$ cat src/hdl/icca_pkg.sv
// Package for the idle color crossfade engine: payload structs, action codes,
// register indexes and the controller/datapath command and status structs.
// Depends on nothing.
package icca_pkg;

	localparam logic [1:0] ACT_TICK  = 2'd0;
	localparam logic [1:0] ACT_SET   = 2'd1;
	localparam logic [1:0] ACT_CLEAR = 2'd2;
	localparam logic [1:0] ACT_IDLE  = 2'd3;

	localparam logic [2:0] REG_FADE_TIME   = 3'd0;
	localparam logic [2:0] REG_ATTR_DELAY  = 3'd1;
	localparam logic [2:0] REG_ATTR_CYCLE  = 3'd2;
	localparam logic [2:0] REG_THUMP       = 3'd3;
	localparam logic [2:0] REG_THUMP_GAP   = 3'd4;
	localparam logic [2:0] REG_ATTR_LOW    = 3'd5;
	localparam logic [2:0] REG_ATTR_HIGH   = 3'd6;
	localparam logic [2:0] REG_DEF_COLOR   = 3'd7;

	localparam int CFG_INDEX_W = 4;
	localparam int CFG_DATA_W  = 32;

	typedef struct packed {
		logic [1:0]  action;
		logic [23:0] tint_color;
		logic [31:0] now_ms;
	} in_req_t;

	typedef struct packed {
		logic [23:0] shown_color;
		logic        transmit;
		logic        fading;
		logic        attracting;
	} out_req_t;

	// division unit operand select
	typedef enum logic [1:0] {
		DIV_FADE,
		DIV_CYCLE,
		DIV_THUMP
	} div_sel_t;

	// arithmetic step select
	typedef enum logic [3:0] {
		OP_X2,
		OP_S,
		OP_T,
		OP_MIX_R,
		OP_MIX_G,
		OP_MIX_B,
		OP_Q,
		OP_BRIGHT,
		OP_DIM_R,
		OP_DIM_G,
		OP_DIM_B
	} op_t;

	typedef struct packed {
		logic     latch;
		logic     div_start;
		div_sel_t div_sel;
		logic     op_en;
		op_t      op;
		logic     beat_eval;
		logic     commit;
	} icca_cmd_t;

	typedef struct packed {
		logic [1:0] action;
		logic       fade_active;
		logic       fade_done;
		logic       attr;
		logic       div_busy;
		logic       in_thump;
	} icca_sts_t;

endpackage

$ cat src/hdl/icca_div.sv
// Restoring divider, one quotient bit per cycle, unsigned.
// Used by the datapath for time fractions and phase modulo. Depends on nothing.
module icca_div #(
	parameter int NUM_W = 48,
	parameter int DEN_W = 16
) (
	input  logic             clk,
	input  logic             arst_n,
	input  logic             start,
	input  logic [NUM_W-1:0] num,
	input  logic [DEN_W-1:0] den,
	output logic             busy,
	output logic [NUM_W-1:0] quo,
	output logic [DEN_W-1:0] rem
);
	localparam int CNT_W = $clog2(NUM_W + 1);

	logic [NUM_W-1:0] quo_q;
	logic [DEN_W-1:0] rem_q;
	logic [DEN_W-1:0] den_q;
	logic [CNT_W-1:0] cnt_q;
	logic [DEN_W:0]   trial;
	logic [DEN_W:0]   diff;

	assign trial = {rem_q, quo_q[NUM_W-1]};
	assign diff  = trial - {1'b0, den_q};

	always_ff @(posedge clk or negedge arst_n) begin
		if (!arst_n) begin
			cnt_q <= '0;
		end else if (start) begin
			cnt_q <= CNT_W'(NUM_W);
		end else if (cnt_q != '0) begin
			cnt_q <= cnt_q - 1'b1;
		end
	end

	always_ff @(posedge clk) begin
		if (start) begin
			quo_q <= num;
			rem_q <= '0;
			den_q <= den;
		end else if (cnt_q != '0) begin
			if (!diff[DEN_W]) begin
				rem_q <= diff[DEN_W-1:0];
				quo_q <= {quo_q[NUM_W-2:0], 1'b1};
			end else begin
				rem_q <= trial[DEN_W-1:0];
				quo_q <= {quo_q[NUM_W-2:0], 1'b0};
			end
		end
	end

	assign busy = (cnt_q != '0);
	assign quo  = quo_q;
	assign rem  = rem_q;
endmodule

$ cat src/hdl/icca_datapath.sv
// Datapath: registers, state, shared divider and one multiply step per cycle while cmd.op_en is set.
// Depends on icca_pkg and icca_div.
module icca_datapath #(
	parameter int FRACTION_BITS = 16
) (
	input  logic                          clk,
	input  logic                          arst_n,
	input  logic                          cfg_we,
	input  logic [icca_pkg::CFG_INDEX_W-1:0] cfg_index,
	input  logic [icca_pkg::CFG_DATA_W-1:0]  cfg_data,
	input  icca_pkg::in_req_t             in_data,
	input  icca_pkg::icca_cmd_t           cmd,
	output icca_pkg::icca_sts_t           sts,
	output icca_pkg::out_req_t            result
);
	localparam int F   = FRACTION_BITS;
	localparam int NW  = 32 + F;
	localparam int FW  = F + 2;
	localparam logic [FW-1:0] ONE  = FW'(1) << F;
	localparam logic [FW-1:0] HALF = FW'(1) << (F - 1);

	logic [15:0] fade_time_q, cycle_q, thump_q, gap_q;
	logic [31:0] delay_q;
	logic [7:0]  low_q, high_q;
	logic [23:0] def_q;

	logic [23:0] from_q, target_q, cached_q, color_q;
	logic [31:0] start_q, last_q;
	logic        active_q, tinted_q, cvalid_q, send_q, attr_q;

	logic [1:0]  act_q;
	logic [23:0] tint_q;
	logic [31:0] now_q;

	logic [FW-1:0] x2_q, s_q, acc_q;
	logic [FW-1:0] x_frac;
	logic [8:0]    t_q;
	logic [15:0]   phase_q;
	logic [15:0]   into_q;
	logic [7:0]    bright_q;
	logic [15:0]   mix_q;

	logic [15:0] fade_len, cyc_len, thump_len;
	logic [31:0] el_fade, el_idle;
	logic [16:0] second;
	logic        div_start;
	logic [NW-1:0] div_num, div_quo;
	logic [15:0]   div_den, div_rem;
	logic          div_busy;

	assign fade_len  = (fade_time_q == '0) ? 16'd1 : fade_time_q;
	assign cyc_len   = (cycle_q == '0) ? 16'd1 : cycle_q;
	assign thump_len = (thump_q == '0) ? 16'd1 : thump_q;
	assign el_fade   = now_q - start_q;
	assign el_idle   = now_q - last_q;
	assign second    = {1'b0, thump_len} + {1'b0, gap_q};

	always_comb begin
		div_num = '0;
		div_den = fade_len;
		case (cmd.div_sel)
			icca_pkg::DIV_FADE: begin
				div_num = (NW'(el_fade) << F) + NW'(fade_len >> 1);
				div_den = fade_len;
			end
			icca_pkg::DIV_CYCLE: begin
				div_num = NW'(el_idle);
				div_den = cyc_len;
			end
			default: begin
				div_num = (NW'(into_q) << F) + NW'(thump_len >> 1);
				div_den = thump_len;
			end
		endcase
	end
	assign div_start = cmd.div_start;

	icca_div #(.NUM_W(NW), .DEN_W(16)) u_div (
		.clk(clk), .arst_n(arst_n), .start(div_start), .num(div_num), .den(div_den),
		.busy(div_busy), .quo(div_quo), .rem(div_rem)
	);

	// divider holds the fraction until the next division starts
	assign x_frac = FW'(div_quo);

	// one product per step
	logic [2*FW+9:0] prod;
	logic [FW-1:0]   rnd;
	logic [7:0]      ca, cb, cm;
	logic [8:0]      inv;
	logic [16:0]     chsum;
	logic [7:0]      chq;
	logic [7:0]      span;

	assign inv = 9'd255 - t_q;
	assign span = high_q - low_q;

	always_comb begin
		ca = from_q[23:16];
		cb = target_q[23:16];
		cm = target_q[23:16];
		case (cmd.op)
			icca_pkg::OP_MIX_G, icca_pkg::OP_DIM_G: begin
				ca = from_q[15:8]; cb = target_q[15:8]; cm = target_q[15:8];
			end
			icca_pkg::OP_MIX_B, icca_pkg::OP_DIM_B: begin
				ca = from_q[7:0]; cb = target_q[7:0]; cm = target_q[7:0];
			end
			default: ;
		endcase
	end

	always_comb begin
		prod  = '0;
		chsum = '0;
		case (cmd.op)
			icca_pkg::OP_X2:  prod = ($bits(prod))'(x_frac) * ($bits(prod))'(x_frac);
			icca_pkg::OP_S:   prod = ($bits(prod))'(x2_q)
				* ($bits(prod))'(3 * {2'b0, ONE} - 2 * {2'b0, x_frac});
			icca_pkg::OP_T:   prod = ($bits(prod))'(s_q) * ($bits(prod))'(255);
			icca_pkg::OP_Q:   prod = ($bits(prod))'(x_frac) * ($bits(prod))'(ONE - x_frac);
			icca_pkg::OP_BRIGHT: prod = ($bits(prod))'(span) * ($bits(prod))'(acc_q);
			icca_pkg::OP_MIX_R, icca_pkg::OP_MIX_G, icca_pkg::OP_MIX_B:
				chsum = 17'(ca) * 17'(inv) + 17'(cb) * 17'(t_q);
			default:
				chsum = 17'(cm) * 17'(bright_q);
		endcase
	end
	assign rnd = FW'((prod + ($bits(prod))'(HALF)) >> F);
	assign chq = 8'((25'(chsum) * 25'd257 + 25'd257) >> 16);

	always_ff @(posedge clk or negedge arst_n) begin
		if (!arst_n) begin
			fade_time_q <= 16'd400;
			delay_q     <= 32'd60000;
			cycle_q     <= 16'd1200;
			thump_q     <= 16'd120;
			gap_q       <= 16'd80;
			low_q       <= 8'd60;
			high_q      <= 8'd255;
			def_q       <= 24'd255;
			from_q      <= 24'd255;
			target_q    <= 24'd255;
			start_q     <= '0;
			last_q      <= '0;
			active_q    <= 1'b0;
			tinted_q    <= 1'b0;
			cached_q    <= '0;
			cvalid_q    <= 1'b0;
			send_q      <= 1'b0;
		end else begin
			if (cfg_we) begin
				unique case (cfg_index)
					4'(icca_pkg::REG_FADE_TIME):  fade_time_q <= cfg_data[15:0];
					4'(icca_pkg::REG_ATTR_DELAY): delay_q     <= cfg_data;
					4'(icca_pkg::REG_ATTR_CYCLE): cycle_q     <= cfg_data[15:0];
					4'(icca_pkg::REG_THUMP):      thump_q     <= cfg_data[15:0];
					4'(icca_pkg::REG_THUMP_GAP):  gap_q       <= cfg_data[15:0];
					4'(icca_pkg::REG_ATTR_LOW):   low_q       <= cfg_data[7:0];
					4'(icca_pkg::REG_ATTR_HIGH):  high_q      <= cfg_data[7:0];
					4'(icca_pkg::REG_DEF_COLOR):  def_q       <= cfg_data[23:0];
					default: ;
				endcase
			end
			if (cmd.commit) begin
				case (act_q)
					icca_pkg::ACT_TICK: begin
						if (active_q && el_fade >= 32'(fade_len)) begin
							active_q <= 1'b0;
							from_q   <= target_q;
						end
						send_q   <= !(cvalid_q && color_q == cached_q);
						cached_q <= color_q;
						cvalid_q <= 1'b1;
					end
					icca_pkg::ACT_SET, icca_pkg::ACT_CLEAR: begin
						last_q <= now_q;
						tinted_q <= (act_q == icca_pkg::ACT_SET) && (tint_q != def_q);
						if (active_q || tint_q != target_q) begin
							from_q   <= color_q;
							target_q <= tint_q;
							start_q  <= now_q;
							active_q <= 1'b1;
						end
					end
					default: begin
						from_q   <= target_q;
						active_q <= 1'b0;
						last_q   <= now_q;
						cvalid_q <= 1'b0;
					end
				endcase
			end
		end
	end

	always_ff @(posedge clk) begin
		if (cmd.latch) begin
			act_q  <= in_data.action;
			tint_q <= (in_data.action == icca_pkg::ACT_CLEAR) ? def_q : in_data.tint_color;
			now_q  <= in_data.now_ms;
		end
		if (cmd.beat_eval) begin
			// divider holds phase remainder here
			phase_q <= div_rem;
			if ({1'b0, div_rem} < {1'b0, thump_len}) into_q <= div_rem;
			else into_q <= 16'(17'(div_rem) - second);
		end
		if (cmd.latch) begin
			attr_q  <= 1'b0;
			color_q <= target_q;
			bright_q <= high_q;
		end else if (cmd.beat_eval) begin
			attr_q <= 1'b1;
		end
		if (cmd.op_en) begin
			case (cmd.op)
				icca_pkg::OP_X2:     x2_q <= rnd;
				icca_pkg::OP_S:      s_q <= rnd;
				icca_pkg::OP_T:      t_q <= (rnd > FW'(255)) ? 9'd255 : 9'(rnd);
				icca_pkg::OP_MIX_R:  mix_q[15:8] <= chq;
				icca_pkg::OP_MIX_G:  mix_q[7:0]  <= chq;
				icca_pkg::OP_MIX_B:  color_q <= {mix_q, chq};
				icca_pkg::OP_Q:      acc_q <= ONE - FW'(((prod << 2)
					+ ($bits(prod))'(HALF)) >> F);
				icca_pkg::OP_BRIGHT: bright_q <= low_q + 8'(rnd);
				icca_pkg::OP_DIM_R:  color_q[23:16] <= chq;
				icca_pkg::OP_DIM_G:  color_q[15:8]  <= chq;
				default:             color_q[7:0]   <= chq;
			endcase
		end
	end

	assign sts.action      = act_q;
	assign sts.fade_active = active_q;
	assign sts.fade_done   = el_fade >= 32'(fade_len);
	assign sts.attr        = !tinted_q && (el_idle >= delay_q);
	assign sts.div_busy    = div_busy;
	assign sts.in_thump    = (high_q > low_q) && ((phase_q < thump_len) ||
		(17'(phase_q) >= second && 18'(phase_q) < 18'(second) + 18'(thump_len)));

	assign result.shown_color = (act_q == icca_pkg::ACT_TICK) ? color_q : cached_q;
	assign result.transmit    = (act_q == icca_pkg::ACT_TICK) && send_q;
	assign result.fading      = active_q;
	assign result.attracting  = attr_q;
endmodule

$ cat src/hdl/icca_ctrl.sv
// Controller: sequences latch, divider, multiply steps, commit and output.
// Depends on icca_pkg.
module icca_ctrl (
	input  logic                clk,
	input  logic                arst_n,
	input  logic                in_valid,
	output logic                in_ready,
	output logic                out_valid,
	input  logic                out_ready,
	input  icca_pkg::icca_sts_t sts,
	output icca_pkg::icca_cmd_t cmd
);
	typedef enum logic [3:0] {
		S_IDLE, S_DECIDE, S_DIV, S_STEP, S_BEAT, S_COMMIT, S_OUT
	} state_t;

	state_t state_q;
	icca_pkg::op_t op_q;
	icca_pkg::div_sel_t sel_q;
	logic div_wait_q;
	logic thump_done_q;

	assign in_ready = (state_q == S_IDLE);
	assign out_valid = (state_q == S_OUT);

	always_comb begin
		cmd = '0;
		cmd.latch = in_valid && in_ready;
		cmd.div_sel = sel_q;
		cmd.op = op_q;
		cmd.op_en = (state_q == S_STEP);
		cmd.commit = (state_q == S_COMMIT);
		cmd.div_start = (state_q == S_DIV) && !div_wait_q;
		cmd.beat_eval = (state_q == S_BEAT);
	end

	always_ff @(posedge clk or negedge arst_n) begin
		if (!arst_n) begin
			state_q <= S_IDLE;
			op_q <= icca_pkg::OP_X2;
			sel_q <= icca_pkg::DIV_FADE;
			div_wait_q <= 1'b0;
			thump_done_q <= 1'b0;
		end else begin
			unique case (state_q)
				S_IDLE: if (in_valid) state_q <= S_DECIDE;
				S_DECIDE: begin
					if (sts.fade_active && !sts.fade_done) begin
						sel_q <= icca_pkg::DIV_FADE;
						state_q <= S_DIV;
					end else if (sts.action == icca_pkg::ACT_TICK && !sts.fade_active
						&& sts.attr) begin
						sel_q <= icca_pkg::DIV_CYCLE;
						state_q <= S_DIV;
					end else begin
						state_q <= S_COMMIT;
					end
				end
				S_DIV: begin
					if (!div_wait_q) begin
						div_wait_q <= 1'b1;
					end else if (!sts.div_busy) begin
						div_wait_q <= 1'b0;
						if (sel_q == icca_pkg::DIV_CYCLE) state_q <= S_BEAT;
						else begin
							op_q <= (sel_q == icca_pkg::DIV_FADE) ? icca_pkg::OP_X2
								: icca_pkg::OP_Q;
							state_q <= S_STEP;
						end
					end
				end
				S_BEAT: begin
					sel_q <= icca_pkg::DIV_THUMP;
					state_q <= S_STEP;
					op_q <= icca_pkg::OP_DIM_R;
					thump_done_q <= 1'b0;
				end
				S_STEP: begin
					if (sel_q == icca_pkg::DIV_THUMP && op_q == icca_pkg::OP_DIM_R
						&& sts.in_thump && !thump_done_q) begin
						thump_done_q <= 1'b1;
						state_q <= S_DIV;
					end else if (op_q == icca_pkg::OP_MIX_B || op_q == icca_pkg::OP_DIM_B) begin
						state_q <= S_COMMIT;
					end else begin
						op_q <= icca_pkg::op_t'(op_q + 1'b1);
					end
				end
				S_COMMIT: state_q <= S_OUT;
				S_OUT: if (out_ready) state_q <= S_IDLE;
				default: state_q <= S_IDLE;
			endcase
		end
	end
endmodule

$ cat src/hdl/idle_color_crossfade_attract_top.sv
// Idle color engine top level: smoothstep RGB crossfade with heartbeat dimming.
// Depends on icca_pkg, icca_ctrl, icca_datapath.
//
// Usage:
//   Input channel in_valid/in_ready/in_data carries one request: action,
//   tint color and a millisecond timestamp. Output channel
//   out_valid/out_ready/out_data returns exactly one result per request.
//   Configuration registers are written through cfg_we/cfg_index/cfg_data
//   while the block is idle; indexes past the list are ignored.
//   Arithmetic runs on the bit-serial divider: one division when a running
//   fade is mixed, one for a heartbeat tick outside a thump and two for a
//   tick inside one; a request with no arithmetic goes straight from
//   S_DECIDE to S_COMMIT and S_OUT.
//   One request is in flight at a time; in_ready rises the cycle after the
//   result is taken, so a stalled receiver holds the block.
//   Reset loads register defaults and clears all fade and cache state.
module idle_color_crossfade_attract_top #(
	parameter int FRACTION_BITS = 16
) (
	input  logic                          clk,
	input  logic                          arst_n,
	input  logic                          in_valid,
	output logic                          in_ready,
	input  icca_pkg::in_req_t             in_data,
	output logic                          out_valid,
	input  logic                          out_ready,
	output icca_pkg::out_req_t            out_data,
	input  logic                          cfg_we,
	input  logic [icca_pkg::CFG_INDEX_W-1:0] cfg_index,
	input  logic [icca_pkg::CFG_DATA_W-1:0]  cfg_data
);
	icca_pkg::icca_cmd_t cmd;
	icca_pkg::icca_sts_t sts;

	icca_ctrl u_ctrl (
		.clk(clk), .arst_n(arst_n), .in_valid(in_valid), .in_ready(in_ready),
		.out_valid(out_valid), .out_ready(out_ready), .sts(sts), .cmd(cmd)
	);

	icca_datapath #(.FRACTION_BITS(FRACTION_BITS)) u_dp (
		.clk(clk), .arst_n(arst_n), .cfg_we(cfg_we), .cfg_index(cfg_index),
		.cfg_data(cfg_data), .in_data(in_data), .cmd(cmd), .sts(sts), .result(out_data)
	);
endmodule

$ cat config.mk
export PLATFORM = sky130hd
export DESIGN_NAME = idle_color_crossfade_attract_top
export DESIGN_NICKNAME = d
export VERILOG_FILES = /design/src/hdl/icca_pkg.sv /design/src/hdl/icca_div.sv /design/src/hdl/icca_datapath.sv /design/src/hdl/icca_ctrl.sv /design/src/hdl/idle_color_crossfade_attract_top.sv
export SDC_FILE = /design/constraint.sdc
export NUM_CORES = 2
export LEC_CHECK = 0
export ABC_AREA = 1
export BUFFER_PORTS_ARGS = -buffer_cell sky130_fd_sc_hd__buf_2
export CAP_MARGIN = 25
export CORE_MARGIN = 2
export CORE_UTILIZATION = 40
export DETAILED_ROUTE_END_ITERATION = 8
export SLEW_MARGIN = 20
export SYNTH_ARGS = -nofsm -noshare
export SYNTH_HDL_FRONTEND = slang
export SYNTH_SLANG_ARGS = --single-unit
$ cat constraint.sdc
create_clock -name clk -period 12.8 [get_ports clk]
set_input_delay 1.92 -clock clk [delete_from_list [all_inputs] [get_ports clk]]
set_output_delay 1.92 -clock clk [all_outputs]
set_load 0.05 [all_outputs]
== Word-level counts from Yosys, hierarchy flattened ==
Index checks and enable logic that the tools add are counted.
Storage, ports and cells
  register bits after elaboration: 576
  input bits: 99
  output and inout bits: 29
  word-level logic and storage cells: 246
Operators by class
  add/subtract/negate cells: 20
  $mul: 9
  $lt $le $gt $ge: 8
  equal/unequal tests: 43
  muxes and demuxes: 57
  bitwise operators: 2
  reductions and logical operators: 67
Operators with widths (count)
  one-hot mux 34 bit (5 select lines): 1
  two-way mux 24 bit: 6
  two-way mux 48 bit: 2
  one-hot mux 48 bit (2 select lines): 1
  multiplier 18 x 46 -> 34 bit: 2
  two-way mux 16 bit: 5
  adder 34 x 16 -> 34 bit (second input constant): 2
  one-hot mux 8 bit (2 select lines): 4
  subtractor 32 bit: 2
  adder 48 x 15 -> 48 bit: 1
  zero test 16 bit: 3
  two-way mux 4 bit: 12
  inequality test 24 bit: 2
  one-hot mux 24 bit (2 select lines): 1
  equality test 4 x 3 -> 1 bit (second input constant): 11
  AND reduction 2 bit: 20
  multiplier 18 x 18 -> 34 bit: 1
  multiplier 8 x 9 -> 17 bit: 2
  one-hot mux 17 bit (2 select lines): 1
  adder 32 x 15 -> 33 bit: 1
  >= comparator 32 x 16 -> 1 bit: 1
  >= comparator 32 bit: 1
  less-than comparator 16 bit: 2
  two-way mux 8 bit: 4
  56 further kinds: 118

== Longest topological paths before layout ==
  word-level depth: 12
  depth in mapped cells: 57
  mapped depth without buffers: 57

== Cells and area by module ==
Synthesis repeated with hierarchy kept, for this count alone.
Second synthesis, totals
  cell total of the unflattened synthesis: 10877
  area total of the unflattened synthesis: 84544.8 µm²
By module, submodules not included
  icca_datapath: instances 1, cells each 10112, area an instance 78784.3 µm²
  icca_div: instances 1, cells each 635, area an instance 4918.5 µm²
  icca_ctrl: instances 1, cells each 130, area an instance 842.1 µm²

== Worst setup path after synthesis ==
OpenSTA, ideal clock, no wires.
  path type: register to register
  start point: reg u_ctrl.op_q[1]
  end point: reg u_dp.color_q[13]
  library setup time: 125 ps
  data arrival time: 9164 ps
  required time: 12675 ps
  slack: 3510 ps
  stages on the path, launching flop included: 51
  period minus slack after synthesis: 9290 ps
  path through: dfrtp_1 inv_1 ha_1 inv_1 nor2_1 inv_1 nand2_1 nor2_1 clkbuf_1 a21oi_1 inv_1 nand2_1 fa_1 fa_1 inv_1 fa_1 fa_1 fa_1 (+15 left out) nand3_1 xor2_1 inv_1 ha_1 ha_1 ha_1 nand2_1 nor4_1 a221oi_1 nand2_1 nand3_1 nand2_1 nand2_1 and2_1 nand2_1 nand2_1 nand2_1 nand2_1
On the way
  longest elaborated chain between the ends: 10
  elaborated cells on any way between the ends: 25
RTL lines
  from (decl): RTL line icca_ctrl.sv:18  | icca_pkg::op_t op_q;
  from (signal assigned): RTL line icca_ctrl.sv:40  | op_q <= icca_pkg::OP_X2;
  from (signal assigned): RTL line icca_ctrl.sv:66  | op_q <= (sel_q == icca_pkg::DIV_FADE) ? icca_pkg::OP_X2
  from (signal assigned): RTL line icca_ctrl.sv:75  | op_q <= icca_pkg::OP_DIM_R;
  equality test 4 bit / equality test 4 x 3 -> 1 bit (equally long branches): RTL line icca_datapath.sv:102, icca_datapath.sv:116
  OR reduction 2 bit: RTL line icca_datapath.sv:102  | case (cmd.op)
  one-hot mux 8 bit (2 select lines): RTL line icca_datapath.sv:102
  multiplier 8 x 9 -> 17 bit: RTL line icca_datapath.sv:124  | chsum = 17'(ca) * 17'(inv) + 17'(cb) * 17'(t_q);
  adder 17 bit: RTL line icca_datapath.sv:124
  one-hot mux 17 bit (2 select lines) (*): RTL line icca_datapath.sv:116  | case (cmd.op)
  multiplier 17 x 9 -> 24 bit (*): RTL line icca_datapath.sv:130  | assign chq = 8'((25'(chsum) * 25'd257 + 25'd257) >> 16);
  adder 24 x 9 -> 24 bit (*): RTL line icca_datapath.sv:130
  net u_dp.chq[5]: RTL line icca_datapath.sv:92  | logic [7:0] chq;
  one-hot mux 8 bit (2 select lines) (*): RTL line icca_datapath.sv:217  | case (cmd.op)
  two-way mux 24 bit (*): RTL line icca_datapath.sv:216  | if (cmd.op_en) begin
  to (signal assigned): RTL line icca_datapath.sv:211  | color_q <= target_q;
  to (signal assigned): RTL line icca_datapath.sv:223  | icca_pkg::OP_MIX_B: color_q <= {mix_q, chq};
  to (signal assigned): RTL line icca_datapath.sv:228  | icca_pkg::OP_DIM_G: color_q[15:8] <= chq;
  to (decl): RTL line icca_datapath.sv:27  | logic [23:0] from_q, target_q, cached_q, color_q;
The timed path passes the listed nets; every way through them passes the cells marked *.
A chain may end at the register's enable or synchronous reset.

== Final worst setup path ==
  start point: reg u_ctrl.op_q[1]
  end point: reg u_dp.color_q[21]
Same word-level chain as after synthesis.

==> impl_results.md <==
* # setup viols final at 0
* Post-Route WL at approximately 270000 um
* Drt first pass iters at 6
* P&R area growth vs syn at 7.115%
* Pin count of the biggest net entering global routing at 120
* Residual DRC at 0
* Final GP Congestion at 0.9760
* Antenna violations before repair at 4
* Worst skew pair latency at just under 700 ps
* Status: finished, final reports clean
* Flops & latches, synth at roughly 580
* Worst-path clk slew at roughly 60 ps
* Worst path arrival time at roughly 12000 ps
* Worst setup EP type: register
* Average size of a mapped cell at between 7 and 8 um^2
* Hold buffers post-CTS at 0
* Post-CTS Setup Bufs at 0
* Vias in the first global route at slightly above 70k
* Die Ht at 462.7 um
* RSZ-0062 raised after global routing: false
* First-pass GRT wire length at ~420000 um
* Area of the multi-input gates at slightly below 60000 um^2
* Die width at around 460 um
* Commonest cells post-synth: 2472 x inv_1, 2451 x nand2_1, 1175 x fa_1
* Synth warn at 0
* Pins Over Slew Limit at 0
* Cell taking the most area after synthesis: fa_1
* HPWL Detailed at approximately 220000 um
* Hold Path Class: reg2reg
* Fin crit share at between 80 and 90%
* I/O pin cnt at roughly 130
* Synth cell types at 79
* EDFF count, synth at between 200 and 250
* Top_reg_cell synth: dfrtp_1
* Clock root cell: clkbuf_16
* Area contributors post-synth: fa_1 28%, inv_1 11%, nand2_1 11%
* Synth Instances at about 11k
* Cell family with most CP delay: adder cells
* Post-CTS Resized at 0
* CTS tree: done
* Sequential-to-total area share from yosys stat at 18.28%
* Critical Setup Path Class: reg2reg
* Clock period minus worst slack at ~11000 ps
* Routed WL per cell at ~20 um
* Critical Path RT at 13360 ps
* Number of fill cells in the layout at approximately 21k
* I/O Buffers at 127
* Actual slew at the worst max-slew pin at between 1000 and 1500 ps
* Max_cap viols at 0
* Clk sinks at about 580
* Rel. slew slack at 30.33%
* WP buf/inv at 10
* Slowest CP cell: a21oi_1
* Worst path max stage delay at 760 ps
* Vias at between 70k and 80k
* Htree depth at 3
* Post-synth top area share at roughly 28%
* Core Box Area at roughly 210000 um^2
* Aggregate global routing overflow at 0
* Reg area at approximately 15000 um^2
* Routed Antenna Nets at 0
* Mapped Area at roughly 84000 um^2
* Cell Rows at around 170
* Skew final at 38.79 ps
* Max frequency at approximately 90 MHz
* Top-count cell post-synth: inv_1
* Layout cells sized above 1 at under 10%
* Final hold vios at 0
* Via density at around 5.2
* Clk buf depth at 3
* GRT Total Usage at around 25%
* Synth async-reset ratio at roughly 51%
* Detailed Route Iter0 Violations at 6183
* Starting density of the core at approximately two fifths
* Die area at 214100 um^2
* Critical path launch point type: register
* Layout Nets at ~13k
* CP max FO at 15
* Setup tns final at 0 ps
* CP most frequent cell: nand2_1
* Num CTS Buffers at 69
-- worst reg2reg max path: cells and delay by family (launching register included) --
| family | cells | cell delay, ps |
|---|---|---|
| simple gates | 22 | 3850 |
| compound gates | 5 | 1230 |
| buf+inv | 10 | 1130 |
| xor+xnor | 1 | 160 |
| flops | 1 | 410 |
| fa+ha+maj | 11 | 4390 |
-- stage by stage --
| stage | area, um^2 | util [%] | instances | setup slack, ps | hold WS, ps |
|---|---|---|---|---|---|
| floorplan | 84150 | - | 10740 | 3510 | 447.9 |
| global placement | 87840 | 41.95 | 13458 | 1613 | 465.5 |
| detailed placement | 87880 | 41.98 | 13460 | 1664 | 467.9 |
| CTS | 90090 | 43.03 | 13588 | 1618 | 477.3 |
| finish | 90140 | 43.05 | 13593 | 1555 | 478.6 |
| global route | 90130 | 43.05 | 13590 | 844.2 | 497.0 |
-- metal layers --
layer  global-route usage, %  vias up  wire [um]
li1                        -    32806          -
met1                   34.44    34293     116700
met2                   40.32     2503     120400
met3                   3.153      412      17950
met4                   9.507        0      11210
met5                       0        -          0
-- final cells by class --
class / count / share of cell area (%)
Multi-Input combinational cell: 7346 / 64.55
Sequential cell: 575 / 17.06
Inverter: 2514 / 10.47
Tap cell: 2805 / 3.894
Clock buffer: 91 / 2.088
Timing Repair Buffer: 222 / 1.566
Clock inverter: 37 / 0.3637
Antenna cell: 3 / 0.008329
-- sequential cells by signal, summed over array words and instances (netlist names), 9 cells and up --
| signal | count |
|---|---|
| u_dp.now_q | 32 |
| u_dp.delay_q | 32 |
| u_dp.color_q | 24 |
| u_dp.cached_q | 24 |
| u_dp.s_q | 18 |
| u_dp.fade_time_q | 16 |
| u_dp.start_q | 32 |
| u_dp.phase_q | 16 |
| u_dp.u_div.quo | 48 |
| u_dp.thump_q | 16 |
| u_dp.def_q | 24 |
| u_dp.u_div.rem | 16 |
| u_dp.tint_q | 24 |
| u_dp.mix_q | 16 |
| u_dp.x2_q | 18 |
| u_dp.gap_q | 16 |
| u_dp.t_q | 9 |
| u_dp.from_q | 24 |
| u_dp.target_q | 24 |
| u_dp.u_div.den_q | 16 |
| u_dp.last_q | 32 |
| u_dp.cycle_q | 16 |
| u_dp.into_q | 16 |
| u_dp.acc_q | 18 |
-- final timing paths --
| kind | from | end | slack, ps | cells past startpoint |
|---|---|---|---|---|
| min in group asynchronous | arst_n | u_dp.cached_q[11] | 1310 | 1 |
| setup / recovery | u_ctrl.op_q[1] | u_dp.color_q[21] | 1560 | 49 |
| hold reg to reg | u_dp.from_q[3] | u_dp.from_q[3] | 480 | 2 |
| hold / removal | u_dp.from_q[3] | u_dp.from_q[3] | 480 | 2 |
| max in group asynchronous | arst_n | u_dp.gap_q[4] | 9500 | 4 |
| setup reg to reg | u_ctrl.op_q[1] | u_dp.color_q[21] | 1560 | 49 |
-- cell families (layout without fill, tap and decap cells) --
family	after synthesis	count (layout)	synth area share (%)
buffers and inverters	2819	2864	12.65
other	1	5	0.004456
xor gates and xnor gates	222	222	2.342
and+or+nand+nor	3933	3933	19.33
adders and majority gates	1906	1906	38.82
AOI/OAI and AO/OA	1271	1271	8.417
muxes	12	12	0.1606
DFF	575	575	18.28
-- layout by cell type, fill, tap and decap left out, types with 37 or more instances in the layout --
| cell type | instances |
|---|---|
| fa_1 | 1175 |
| o211ai_1 | 37 |
| inv_1 | 2470 |
| nand3_1 | 316 |
| ha_1 | 731 |
| nand2_1 | 2450 |
| buf_2 | 126 |
| xnor2_1 | 88 |
| dfxtp_1 | 49 |
| clkbuf_16 | 71 |
| a21oi_1 | 403 |
| nand4_1 | 88 |
| edfxtp_1 | 233 |
| dfstp_2 | 56 |
| o21ai_0 | 566 |
| dfrtp_1 | 237 |
| o21bai_1 | 38 |
| xor2_1 | 132 |
| nor3_1 | 67 |
| nor2_1 | 807 |
| buf_4 | 92 |
Power is left out: the tool's default activity adds up to more than one toggle a clock period on the data nets, which glitch-free logic cannot reach.
